<file path="config.mk">
export PLATFORM = sky130hd
export DESIGN_NAME = color_blend_unit
export DESIGN_NICKNAME = d
export VERILOG_FILES = /design/src/rtl/cbu_pkg.sv /design/src/rtl/cbu_channel.sv /design/src/rtl/color_blend_unit.sv
export SDC_FILE = /design/constraint.sdc
export NUM_CORES = 2
export LEC_CHECK = 0
export BUFFER_PORTS_ARGS = -buffer_cell sky130_fd_sc_hd__buf_2
export CAP_MARGIN = 30
export CORE_ASPECT_RATIO = 1.1
export CORE_MARGIN = 8
export CORE_UTILIZATION = 45
export DETAILED_ROUTE_END_ITERATION = 10
export PLACE_DENSITY = 0.63
export SLEW_MARGIN = 20
export SYNTH_ARGS = -nofsm -noshare
export SYNTH_HDL_FRONTEND = slang
export SYNTH_SLANG_ARGS = --single-unit
</file>
<file path="constraint.sdc">
create_clock -name clock -period 46.9 [get_ports clock]
set_input_delay 4.69 -clock clock [delete_from_list [all_inputs] [get_ports clock]]
set_output_delay 4.69 -clock clock [all_outputs]
set_load 0.005 [all_outputs]
</file>
<file path="src/rtl/cbu_pkg.sv">
// Shared types and constants for the color blend unit.
`default_nettype none
package cbu_pkg;

   localparam int unsigned CH_W    = 8;   // color channel width
   localparam int unsigned AMT_W   = 9;   // blend amount width, 256 is 1.0
   localparam int unsigned PROD_W  = 16;  // channel times amount products
   localparam int unsigned LUM_W   = 17;  // weighted luminance sum
   localparam int unsigned DIFF_W  = LUM_W + 1;
   localparam int unsigned DT_W    = 26;  // luminance difference times amount
   localparam int unsigned CSR_IDX_W = 3;

   localparam logic [AMT_W-1:0] AMT_ONE = AMT_W'(256);

   // Luminance weights over 256.
   localparam logic [LUM_W-1:0] LUM_WT_RED   = LUM_W'(54);
   localparam logic [LUM_W-1:0] LUM_WT_GREEN = LUM_W'(183);
   localparam logic [LUM_W-1:0] LUM_WT_BLUE  = LUM_W'(19);

   localparam logic [CSR_IDX_W-1:0] CSR_BLEND_MODE  = 3'd0;
   localparam logic [CSR_IDX_W-1:0] CSR_BRUSH_RED   = 3'd1;
   localparam logic [CSR_IDX_W-1:0] CSR_BRUSH_GREEN = 3'd2;
   localparam logic [CSR_IDX_W-1:0] CSR_BRUSH_BLUE  = 3'd3;
   localparam logic [CSR_IDX_W-1:0] CSR_BRUSH_ALPHA = 3'd4;

   typedef enum logic [2:0] {
      MODE_MIX      = 3'd0,
      MODE_ADD      = 3'd1,
      MODE_SUBTRACT = 3'd2,
      MODE_MULTIPLY = 3'd3,
      MODE_LIGHTEN  = 3'd4,
      MODE_DARKEN   = 3'd5,
      MODE_COLOR    = 3'd6
   } blend_mode_type;

endpackage
`default_nettype wire

</file>
<file path="src/rtl/cbu_channel.sv">
// Five-stage blend pipeline for one color channel.
`default_nettype none
module cbu_channel (
   input  wire logic                         clock,
   input  wire logic                         advance,
   input  wire cbu_pkg::blend_mode_type      mode_in,
   input  wire logic [cbu_pkg::CH_W-1:0]     base_in,
   input  wire logic [cbu_pkg::CH_W-1:0]     brush_in,
   input  wire logic [cbu_pkg::AMT_W-1:0]    amount_in,
   input  wire logic signed [cbu_pkg::DT_W-1:0] dt_in,
   output logic [cbu_pkg::CH_W-1:0]          value_out
);
   import cbu_pkg::*;

   // Stage 1: the two products of the linear blend.
   blend_mode_type      mode1_ff;
   logic [CH_W-1:0]     base1_ff;
   logic [AMT_W-1:0]    amt1_ff;
   logic [PROD_W-1:0]   pb1_ff, pc1_ff;
   logic [AMT_W-1:0]    inv_amt;
   logic [PROD_W:0]     pb_prod, pc_prod;

   assign inv_amt = AMT_ONE - amount_in;
   assign pb_prod = {{(PROD_W+1-CH_W){1'b0}}, base_in} * {{(PROD_W+1-AMT_W){1'b0}}, inv_amt};
   assign pc_prod = {{(PROD_W+1-CH_W){1'b0}}, brush_in} * {{(PROD_W+1-AMT_W){1'b0}}, amount_in};

   always_ff @(posedge clock) begin
      if (advance) begin
         mode1_ff <= mode_in;
         base1_ff <= base_in;
         amt1_ff  <= amount_in;
         pb1_ff   <= pb_prod[PROD_W-1:0];
         pc1_ff   <= pc_prod[PROD_W-1:0];
      end
   end

   // Stage 2: rounded mix, rounded brush scale and the multiply factor.
   blend_mode_type      mode2_ff;
   logic [CH_W-1:0]     base2_ff, mix2_ff, scl2_ff;
   logic [PROD_W-1:0]   mixnum2_ff, fact2_ff;
   logic [PROD_W:0]     mixnum_in, mix_rnd, scl_rnd, amt255, fact_in;

   assign mixnum_in = {1'b0, pb1_ff} + {1'b0, pc1_ff};
   assign mix_rnd   = mixnum_in + (PROD_W+1)'(128);
   assign scl_rnd   = {1'b0, pc1_ff} + (PROD_W+1)'(128);
   assign amt255    = {amt1_ff, 8'b0} - {{(PROD_W+1-AMT_W){1'b0}}, amt1_ff};
   assign fact_in   = (PROD_W+1)'(65280) - amt255 + {1'b0, pc1_ff};

   always_ff @(posedge clock) begin
      if (advance) begin
         mode2_ff   <= mode1_ff;
         base2_ff   <= base1_ff;
         mixnum2_ff <= mixnum_in[PROD_W-1:0];
         mix2_ff    <= mix_rnd[15:8];
         scl2_ff    <= scl_rnd[15:8];
         fact2_ff   <= fact_in[PROD_W-1:0];
      end
   end

   // Stage 3: simple modes resolve; multiply and color form their wide terms.
   blend_mode_type      mode3_ff;
   logic [CH_W-1:0]     res3_ff;
   logic [15:0]         quo3_ff;
   logic signed [27:0]  total3_ff;
   logic [CH_W-1:0]     res3_in;
   logic [CH_W:0]       add_sum;
   logic [23:0]         mul_sum;
   logic signed [27:0]  total_in;

   assign add_sum  = {1'b0, base2_ff} + {1'b0, scl2_ff};
   assign mul_sum  = {16'b0, base2_ff} * {8'b0, fact2_ff} + 24'd32640;
   assign total_in = $signed({3'b0, mixnum2_ff, 9'b0})
                   + $signed({{(28-DT_W){dt_in[DT_W-1]}}, dt_in})
                   + 28'sd65536;

   always_comb begin
      unique case (mode2_ff)
         MODE_ADD:      res3_in = add_sum[CH_W] ? 8'hFF : add_sum[CH_W-1:0];
         MODE_SUBTRACT: res3_in = (scl2_ff > base2_ff) ? 8'h00 : base2_ff - scl2_ff;
         MODE_LIGHTEN:  res3_in = (mix2_ff > base2_ff) ? mix2_ff : base2_ff;
         MODE_DARKEN:   res3_in = (mix2_ff < base2_ff) ? mix2_ff : base2_ff;
         default:       res3_in = mix2_ff;
      endcase
   end

   always_ff @(posedge clock) begin
      if (advance) begin
         mode3_ff  <= mode2_ff;
         res3_ff   <= res3_in;
         quo3_ff   <= mul_sum[23:8];   // first divide by 256 of the 65280 divisor
         total3_ff <= total_in;
      end
   end

   // Stage 4: color clamp and a reciprocal estimate of the divide by 255.
   logic                is_mul4_ff;
   logic [CH_W-1:0]     res4_ff, qest4_ff;
   logic [15:0]         quo4_ff;
   logic [24:0]         recip_prod;
   logic [CH_W-1:0]     color_val;

   // The estimate is low by at most one.
   assign recip_prod = {9'b0, quo3_ff} * 25'd257;

   always_comb begin
      if (total3_ff[27]) begin
         color_val = 8'h00;
      end else if (total3_ff[26:25] != 2'b00) begin
         color_val = 8'hFF;
      end else begin
         color_val = total3_ff[24:17];
      end
   end

   always_ff @(posedge clock) begin
      if (advance) begin
         is_mul4_ff <= (mode3_ff == MODE_MULTIPLY);
         res4_ff    <= (mode3_ff == MODE_COLOR) ? color_val : res3_ff;
         qest4_ff   <= recip_prod[23:16];
         quo4_ff    <= quo3_ff;
      end
   end

   // Stage 5: correct the estimate and pick the result.
   logic [CH_W-1:0]  value5_ff;
   logic [15:0]      back_prod, remainder;
   logic [CH_W-1:0]  quot;

   assign back_prod = {8'b0, qest4_ff} * 16'd255;
   assign remainder = quo4_ff - back_prod;
   assign quot      = (remainder >= 16'd255) ? qest4_ff + 8'd1 : qest4_ff;

   always_ff @(posedge clock) begin
      if (advance) begin
         value5_ff <= is_mul4_ff ? quot : res4_ff;
      end
   end

   assign value_out = value5_ff;

endmodule
`default_nettype wire

</file>
<file path="src/rtl/color_blend_unit.sv">
// Top level of the color blend unit: registers, luminance and the channel pipelines.
//
// Blends one RGBA base color toward a programmed brush color by amount t.
// Request channel: req_valid, req_stall and the base color plus mix_amount;
// a transfer happens on a clock edge with req_valid high and req_stall low.
// Response channel: rsp_valid, rsp_stall and the blended color, same rule.
// Write the mode and brush color through the csr port while no work is in flight.
// Throughput is one color per cycle while no stalled result holds the
// pipeline; the five register stages are set by the wide multiply and the
// divide-by-65280 (reciprocal estimate, then one correction).
// When the receiver stalls a valid result, the whole pipeline holds and
// req_stall is raised; nothing is dropped or repeated. Bubbles move on while
// the output is empty or being taken.
// Synchronous reset clears all valid bits and loads the register defaults:
// mix mode, black brush, brush alpha 255.
`default_nettype none
module color_blend_unit (
   input  wire logic                              clock,
   input  wire logic                              reset,
   input  wire logic                              csr_write,
   input  wire logic [cbu_pkg::CSR_IDX_W-1:0]     csr_index,
   input  wire logic [cbu_pkg::CH_W-1:0]          csr_data,
   input  wire logic                              req_valid,
   output logic                                   req_stall,
   input  wire logic [cbu_pkg::CH_W-1:0]          req_base_red,
   input  wire logic [cbu_pkg::CH_W-1:0]          req_base_green,
   input  wire logic [cbu_pkg::CH_W-1:0]          req_base_blue,
   input  wire logic [cbu_pkg::CH_W-1:0]          req_base_alpha,
   input  wire logic [cbu_pkg::AMT_W-1:0]         req_mix_amount,
   output logic                                   rsp_valid,
   input  wire logic                              rsp_stall,
   output logic [cbu_pkg::CH_W-1:0]               rsp_out_red,
   output logic [cbu_pkg::CH_W-1:0]               rsp_out_green,
   output logic [cbu_pkg::CH_W-1:0]               rsp_out_blue,
   output logic [cbu_pkg::CH_W-1:0]               rsp_out_alpha
);
   import cbu_pkg::*;

   localparam int unsigned STAGES = 5;

   // Configuration registers.
   blend_mode_type   mode_ff;
   logic [CH_W-1:0]  brush_red_ff, brush_green_ff, brush_blue_ff, brush_alpha_ff;

   always_ff @(posedge clock) begin
      if (reset) begin
         mode_ff        <= MODE_MIX;
         brush_red_ff   <= '0;
         brush_green_ff <= '0;
         brush_blue_ff  <= '0;
         brush_alpha_ff <= 8'hFF;
      end else if (csr_write) begin
         unique case (csr_index)
            CSR_BLEND_MODE:  mode_ff        <= blend_mode_type'(csr_data[2:0]);
            CSR_BRUSH_RED:   brush_red_ff   <= csr_data;
            CSR_BRUSH_GREEN: brush_green_ff <= csr_data;
            CSR_BRUSH_BLUE:  brush_blue_ff  <= csr_data;
            CSR_BRUSH_ALPHA: brush_alpha_ff <= csr_data;
            default: ;
         endcase
      end
   end

   // Pipeline control: everything moves unless a finished result is stalled.
   logic [STAGES-1:0] valid_ff, valid_in;
   logic              advance;

   assign advance   = !(valid_ff[STAGES-1] && rsp_stall);
   assign req_stall = !advance;
   assign valid_in  = {valid_ff[STAGES-2:0], req_valid};

   always_ff @(posedge clock) begin
      if (reset) begin
         valid_ff <= '0;
      end else if (advance) begin
         valid_ff <= valid_in;
      end
   end

   // Amounts above one saturate.
   logic [AMT_W-1:0] amount;
   logic [AMT_W-1:0] alpha_amount;
   logic             mix_like;

   assign amount       = (req_mix_amount > AMT_ONE) ? AMT_ONE : req_mix_amount;
   // The unused mode code behaves as mix; other modes keep base alpha,
   // which a mix with zero amount returns exactly.
   assign mix_like     = (mode_ff == MODE_MIX) || (mode_ff > MODE_COLOR);
   assign alpha_amount = mix_like ? amount : '0;

   // Luminance difference, then its product with the amount.
   logic [LUM_W-1:0]         lum_brush, lum_base;
   logic signed [DIFF_W-1:0] diff1_ff;
   logic [AMT_W-1:0]         amt1_ff;
   logic signed [DT_W-1:0]   dt2_ff;
   logic signed [DIFF_W+AMT_W:0] dt_full;

   assign lum_brush = LUM_WT_RED * {9'b0, brush_red_ff}
                    + LUM_WT_GREEN * {9'b0, brush_green_ff}
                    + LUM_WT_BLUE * {9'b0, brush_blue_ff};
   assign lum_base  = LUM_WT_RED * {9'b0, req_base_red}
                    + LUM_WT_GREEN * {9'b0, req_base_green}
                    + LUM_WT_BLUE * {9'b0, req_base_blue};
   assign dt_full   = diff1_ff * $signed({1'b0, amt1_ff});

   always_ff @(posedge clock) begin
      if (advance) begin
         diff1_ff <= $signed({1'b0, lum_brush}) - $signed({1'b0, lum_base});
         amt1_ff  <= amount;
         dt2_ff   <= dt_full[DT_W-1:0];
      end
   end

   cbu_channel u_red (
      .clock     (clock),
      .advance   (advance),
      .mode_in   (mode_ff),
      .base_in   (req_base_red),
      .brush_in  (brush_red_ff),
      .amount_in (amount),
      .dt_in     (dt2_ff),
      .value_out (rsp_out_red)
   );

   cbu_channel u_green (
      .clock     (clock),
      .advance   (advance),
      .mode_in   (mode_ff),
      .base_in   (req_base_green),
      .brush_in  (brush_green_ff),
      .amount_in (amount),
      .dt_in     (dt2_ff),
      .value_out (rsp_out_green)
   );

   cbu_channel u_blue (
      .clock     (clock),
      .advance   (advance),
      .mode_in   (mode_ff),
      .base_in   (req_base_blue),
      .brush_in  (brush_blue_ff),
      .amount_in (amount),
      .dt_in     (dt2_ff),
      .value_out (rsp_out_blue)
   );

   cbu_channel u_alpha (
      .clock     (clock),
      .advance   (advance),
      .mode_in   (MODE_MIX),
      .base_in   (req_base_alpha),
      .brush_in  (brush_alpha_ff),
      .amount_in (alpha_amount),
      .dt_in     ('0),
      .value_out (rsp_out_alpha)
   );

   assign rsp_valid = valid_ff[STAGES-1];

   // A held pipeline keeps every valid bit in place.
   a_hold_keeps_valid: assert property (@(posedge clock) disable iff (reset)
      !advance |=> $stable(valid_ff))
      else $error("valid bits moved while the pipeline was held");

   // An accepted request occupies the first stage on the next edge.
   a_accept_enters: assert property (@(posedge clock) disable iff (reset)
      req_valid && !req_stall |=> valid_ff[0])
      else $error("accepted request did not enter the pipeline");

   // Reset empties the pipeline.
   a_reset_empty: assert property (@(posedge clock)
      reset |=> valid_ff == '0)
      else $error("pipeline not empty after reset");

endmodule
`default_nettype wire

</file>
== Word-level counts from Yosys, hierarchy flattened ==
Index checks and enable logic that the tools add are counted.

* Flip-flop bits (word level): 731
* Logic and storage cells: 200
* Bits of input ports: 57
* Output and inout bits: 34

* Mux-type cells: 32
* Order comparisons: 14
* Add/subtract/negate cells: 44
* Reduce and logical (&&, ||, !) cells: 12
* Multipliers: 24
* Eq/ne operators: 10

{| class="wikitable"
|+ Operators with widths
! operator !! number
|-
| 8-bit two-way mux || 27
|-
| 8-bit by 9-bit multiplier with 16-bit output || 8
|-
| 16-bit adder || 7
|-
| 16-bit by 8-bit adder with 16-bit output (second input constant) || 7
|-
| 8-bit case mux with 4 select lines || 3
|-
| 28-bit by 18-bit adder with 28-bit output (second input constant) || 3
|-
| 26-bit by 26-bit adder with 27-bit output || 3
|-
| 24-bit by 15-bit adder with 24-bit output (second input constant) || 3
|-
| 16-bit by 9-bit multiplier with 24-bit output (second input constant) || 3
|-
| 8-bit by 16-bit multiplier with 24-bit output || 3
|-
| 5-bit by 8-bit multiplier with 13-bit output (first input constant) || 4
|-
| 16-bit by 8-bit >= comparator with 1-bit output (second input constant) || 3
|-
| 8-bit > comparator || 6
|-
| 8-bit by 8-bit multiplier with 16-bit output (second input constant) || 3
|-
| 16-bit subtractor || 3
|-
| 14-bit by 16-bit adder with 17-bit output || 2
|-
| 17-bit by 13-bit adder with 17-bit output || 2
|-
| 8-bit by 8-bit multiplier with 16-bit output (first input constant) || 2
|-
| 8-bit by 8-bit adder with 9-bit output || 3
|-
| 18-bit by 10-bit multiplier with 26-bit output || 1
|-
| 8-bit by 1-bit adder with 8-bit output (second input constant) || 3
|-
| 8-bit less-than comparator || 3
|-
| 8-bit subtractor || 3
|-
| 9-bit two-way mux || 2
|-
| other kinds (14) || 29
|}

== Logic depth before layout (Yosys ltp) ==
* Word-level depth: 5
* Mapped depth: 34
* Gate-level depth less buffers: 34

== Hierarchy ==
A second synthesis with hierarchy kept.

* Cells, all modules: 9889
* Area, all modules: 99829.5 um^2

{| class="wikitable"
|+ By module, submodules not included
! module !! area each (um^2) !! cells each !! instances !! sequential area each (um^2)
|-
| cbu_channel at u_green || 21085.2 || 2080 || 1 || 5705.5
|-
| cbu_channel at u_blue || 20935.1 || 2064 || 1 || 5705.5
|-
| cbu_channel at u_alpha || 20923.8 || 2064 || 1 || 5705.5
|-
| cbu_channel at u_red || 20878.8 || 2057 || 1 || 5705.5
|-
| color_blend_unit || 16006.6 || 1624 || 1 || 2392.3
|}

== Least setup slack after synthesis ==
No wires, ideal clock.

* Path type: input to output
* Start: input port rsp_stall
* End: output port req_stall
* Data required time: 42210 ps
* Cell stages on the path: 2
* Slack: 22243 ps
* Path buffers: 0
* Arrival: 19967 ps
* Cells stage by stage: nand2_1 > inv_1

* Cells in the longest elaborated chain, start to end: 1

{| class="wikitable"
|+ Ends and longest elaborated chain
! element !! line !! RTL
|-
| start: declaration || color_blend_unit.sv:31 || <nowiki>input wire logic rsp_stall,</nowiki>
|-
| 1-bit logical AND || color_blend_unit.sv:68 || <nowiki>assign advance = !(valid_ff[STAGES-1] && rsp_stall);</nowiki>
|-
| end: declaration || color_blend_unit.sv:24 || <nowiki>output logic req_stall,</nowiki>
|}

No other way between the ends.

== Worst setup path after layout ==
* Start: input port req_base_red[2] (netlist bit)
* End: register diff1_ff[17], data pin

* Cells in the longest elaborated chain, start to end: 4

{| class="wikitable"
|+ Ends and longest elaborated chain
! element !! line !! RTL
|-
| start: declaration || color_blend_unit.sv:25 || <nowiki>input wire logic [cbu_pkg::CH_W-1:0] req_base_red,</nowiki>
|-
| 5-bit by 8-bit multiplier with 13-bit output || color_blend_unit.sv:101 || <nowiki>assign lum_base = LUM_WT_RED * {9'b0, req_base_red}</nowiki>
|-
| 14-bit by 16-bit adder with 17-bit output || color_blend_unit.sv:102 || <nowiki>+ LUM_WT_GREEN * {9'b0, req_base_green}</nowiki>
|-
| 17-bit by 13-bit adder with 17-bit output || color_blend_unit.sv:103 || <nowiki>+ LUM_WT_BLUE * {9'b0, req_base_blue};</nowiki>
|-
| 17-bit by 17-bit subtractor with 18-bit output || color_blend_unit.sv:108 || <nowiki>diff1_ff <= $signed({1'b0, lum_brush}) - $signed({1'b0, lum_base});</nowiki>
|-
| end signal: assignment || color_blend_unit.sv:108 ||
|-
| end: declaration || color_blend_unit.sv:93 || <nowiki>logic signed [DIFF_W-1:0] diff1_ff;</nowiki>
|}

No other way between the ends.
A chain may end at the register's enable or synchronous reset.

==> run metrics <==
status finished clean; Synth Warn # 0; pin count of the biggest net entering global routing 185; first-pass GRT wire length 319 mm; number of global-route vias before repair 59.8k; Pre-Repair DR Iteration Count 6; cts bufs inserted 81; Hold Path Cell Cnt 0; clock sinks 671; core area 0.183 mm²; share of cells above drive strength 1 4.27%; Critical Path Fanout Max 13; fin nets 10.4k; ys flop type edfxtp_1; Clock Pin Slew Worst Setup and Hold Paths 0.06 ns; most frequent cells in the layout 1492 x inv_1, 1119 x ha_1, 1004 x fa_1; met3 usage 3.07%; Post-Syn Instances 8219; worst skew pair latency 0.70 ns; PortBufs 90; CTS tree built; CTS Root Cell clkbuf_16; Yosys reg bits 671; initial core utilization 45.1%; CP Launch Type input port; RSZ-0062 raised after global routing false; Post-Place Cells 10.6k; total gr overflow 0; Antenna Nets Post-Route 0; gr busiest metal met2; Post-synth EDFFs 631; fin. max-slew vios 0; setup repair bufs after CTS 0; final std cells w/o fill 10.7k; # rows 165; mean routed wirelength per cell 18.5 µm; Critical Path Most Common Cell fa_1; die area 0.197 mm²; Synth Cell Area 0.0825 mm²; Final GP Congestion 0.904; most common cell after layout, fill and taps aside inv_1; drt total wl 199 mm; Mapped Avg Cell Area 10.0 µm²; critical path class input port to flop; Slew headroom 32.8%; WP data required 47.35 ns; Chip Width 424 µm; post-route clock skew 0.0308 ns; die height 465 µm; antenna violations before repair 14; final period utilization 27.9%; Max-cap violations 0; met2 Use GR 34.6%; routed vias/inst 5.26; io pins 91; Worst Max-Slew Pin Slew 1.01 ns; Via Count 56.5k; number of hold buffers added after CTS 0; fmax 76.6 MHz; CP max-delay cell a2111oi_0; FF-to-FF path depth 26; met1 Track Usage GR 25.2%; CTS resizes 0; drt initial violations 2960; syn nets 10.4k; H-tree Lvls 3; CTS max path bufs 3; crit end category flop; Synth async-reset ratio 0%; Residual DRC 0; CP peak stage delay 0.70 ns; Synth cell types 91; setup TNS 0 ns; final setup vio count 0; Fin. Hold Viols 0; Hold WC Path Type flop to flop; Synth-to-Final Area Change 7.22%; sequential fraction of the synthesis area 23.9%; hpwl dp 161 mm; Tmin final 13.06 ns; gr usage total 20.2%; hold slack 0.418 ns; Worst EP arrival 13.51 ns
-- metal layers --
| layer | share of wire (%) | up-vias |
|---|---|---|
| li1 | - | 26931 |
| met1 | 42 | 28017 |
| met2 | 48 | 1193 |
| met3 | 5.0 | 355 |
| met4 | 4.8 | 10 |
| met5 | 0.035 | - |
-- area by class of cell --
class / count / area [µm²]
Timing Repair Buffer: 148 / 938
Tap cell: 2421 / 3030
Multi-Input combinational cell: 5857 / 56500
Antenna cell: 7 / 17.5
Sequential cell: 671 / 19700
Clock buffer: 97 / 2130
Inverter: 1493 / 5600
Fill cell: 17020 / 94500
Clock inverter: 52 / 503
-- worst paths after layout --
| kind | slack (ns) | startpoint | endpoint |
|---|---|---|---|
| max | 33.84 | req_base_red[2] | diff1_ff[17] |
| min | 0.42 | u_alpha.mix2_ff[1] | u_alpha.res3_ff[1] |
| max reg2reg | 38.83 | brush_red_ff[0] | diff1_ff[17] |
| min reg2reg | 0.42 | u_alpha.mix2_ff[1] | u_alpha.res3_ff[1] |
-- state kept, by name (all words and copies together), names as in the netlist, 16 cells and up --
name	cells
diff1_ff	18
dt2_ff	17
u_alpha.pb1_ff	16
u_alpha.pc1_ff	16
u_blue.fact2_ff	16
u_blue.mixnum2_ff	16
u_blue.pb1_ff	16
u_blue.pc1_ff	16
u_blue.quo3_ff	16
u_blue.quo4_ff	16
u_green.fact2_ff	16
u_green.mixnum2_ff	16
u_green.pb1_ff	16
u_green.pc1_ff	16
u_green.quo3_ff	16
u_green.quo4_ff	16
u_red.fact2_ff	16
u_red.mixnum2_ff	16
u_red.pb1_ff	16
u_red.pc1_ff	16
u_red.quo3_ff	16
u_red.quo4_ff	16
-- cell usage after synthesis (all sizes together), types with 12 or more instances --
library cell	number	area, µm²
inv	1492	5600
xnor2	361	3160
o31a	12	105
a21oi	266	1340
nand3	70	350
o31ai	32	245
a211oi	28	220
o21ai	186	931
buf	26	105
a21o	95	713
edfxtp	631	18900
nor3	112	566
nor2	408	1530
dfxtp	40	801
o21a	44	330
or2	19	119
nand4	45	297
a221oi	29	254
o21bai	51	383
a31oi	20	140
nor4	18	140
nor3b	18	135
nand3b	16	120
nor2b	69	432
o41ai	20	175
fa	1004	20100
a21boi	44	342
and3	122	763
xor2	114	1020
clkbuf	172	646
nand2b	43	269
o211ai	23	173
mux2i	34	340
ha	1119	14000
a211o	13	114
and2	535	3350
or3	25	161
nand2	716	2690
-- metrics by stage --
stage,area (µm²),util (%),setup slack (ns)
2_1_floorplan,82500,-,22.24
3_3_place_gp,85700,46.9,33.02
3_5_place_dp,85800,46.9,33.10
4_1_cts,88400,48.3,33.82
5_1_grt,88400,48.3,33.35
6_report,88400,48.4,33.84
-- logic make-up (layout without fill, tap and decap cells) --
logic type      after synthesis  count (layout)  share of synthesized area [%]
other cells                   0               7                              0
mux                          43              43                          0.535
simple gates               2244            2244                           13.5
buf+inv                    1691            1790                           7.70
fa+ha+maj                  2123            2123                           41.3
xor+xnor                    475             475                           5.07
flops                       671             671                           23.9
compound gates              972             972                           7.87
-- worst max-delay path, delay by kind of cell --
| family | cells | cell delay, ns |
|---|---|---|
| XOR/XNOR | 1 | 0.08 |
| AO/OA/AOI/OAI | 8 | 2.09 |
| adder cells (fa/ha/maj) | 12 | 5.12 |
| buffers and inverters | 6 | 0.51 |
| AND/OR/NAND/NOR | 4 | 1.03 |
Power is not shown: default switching activity piles up to over one toggle a cycle in this logic, so the estimate is an artifact.
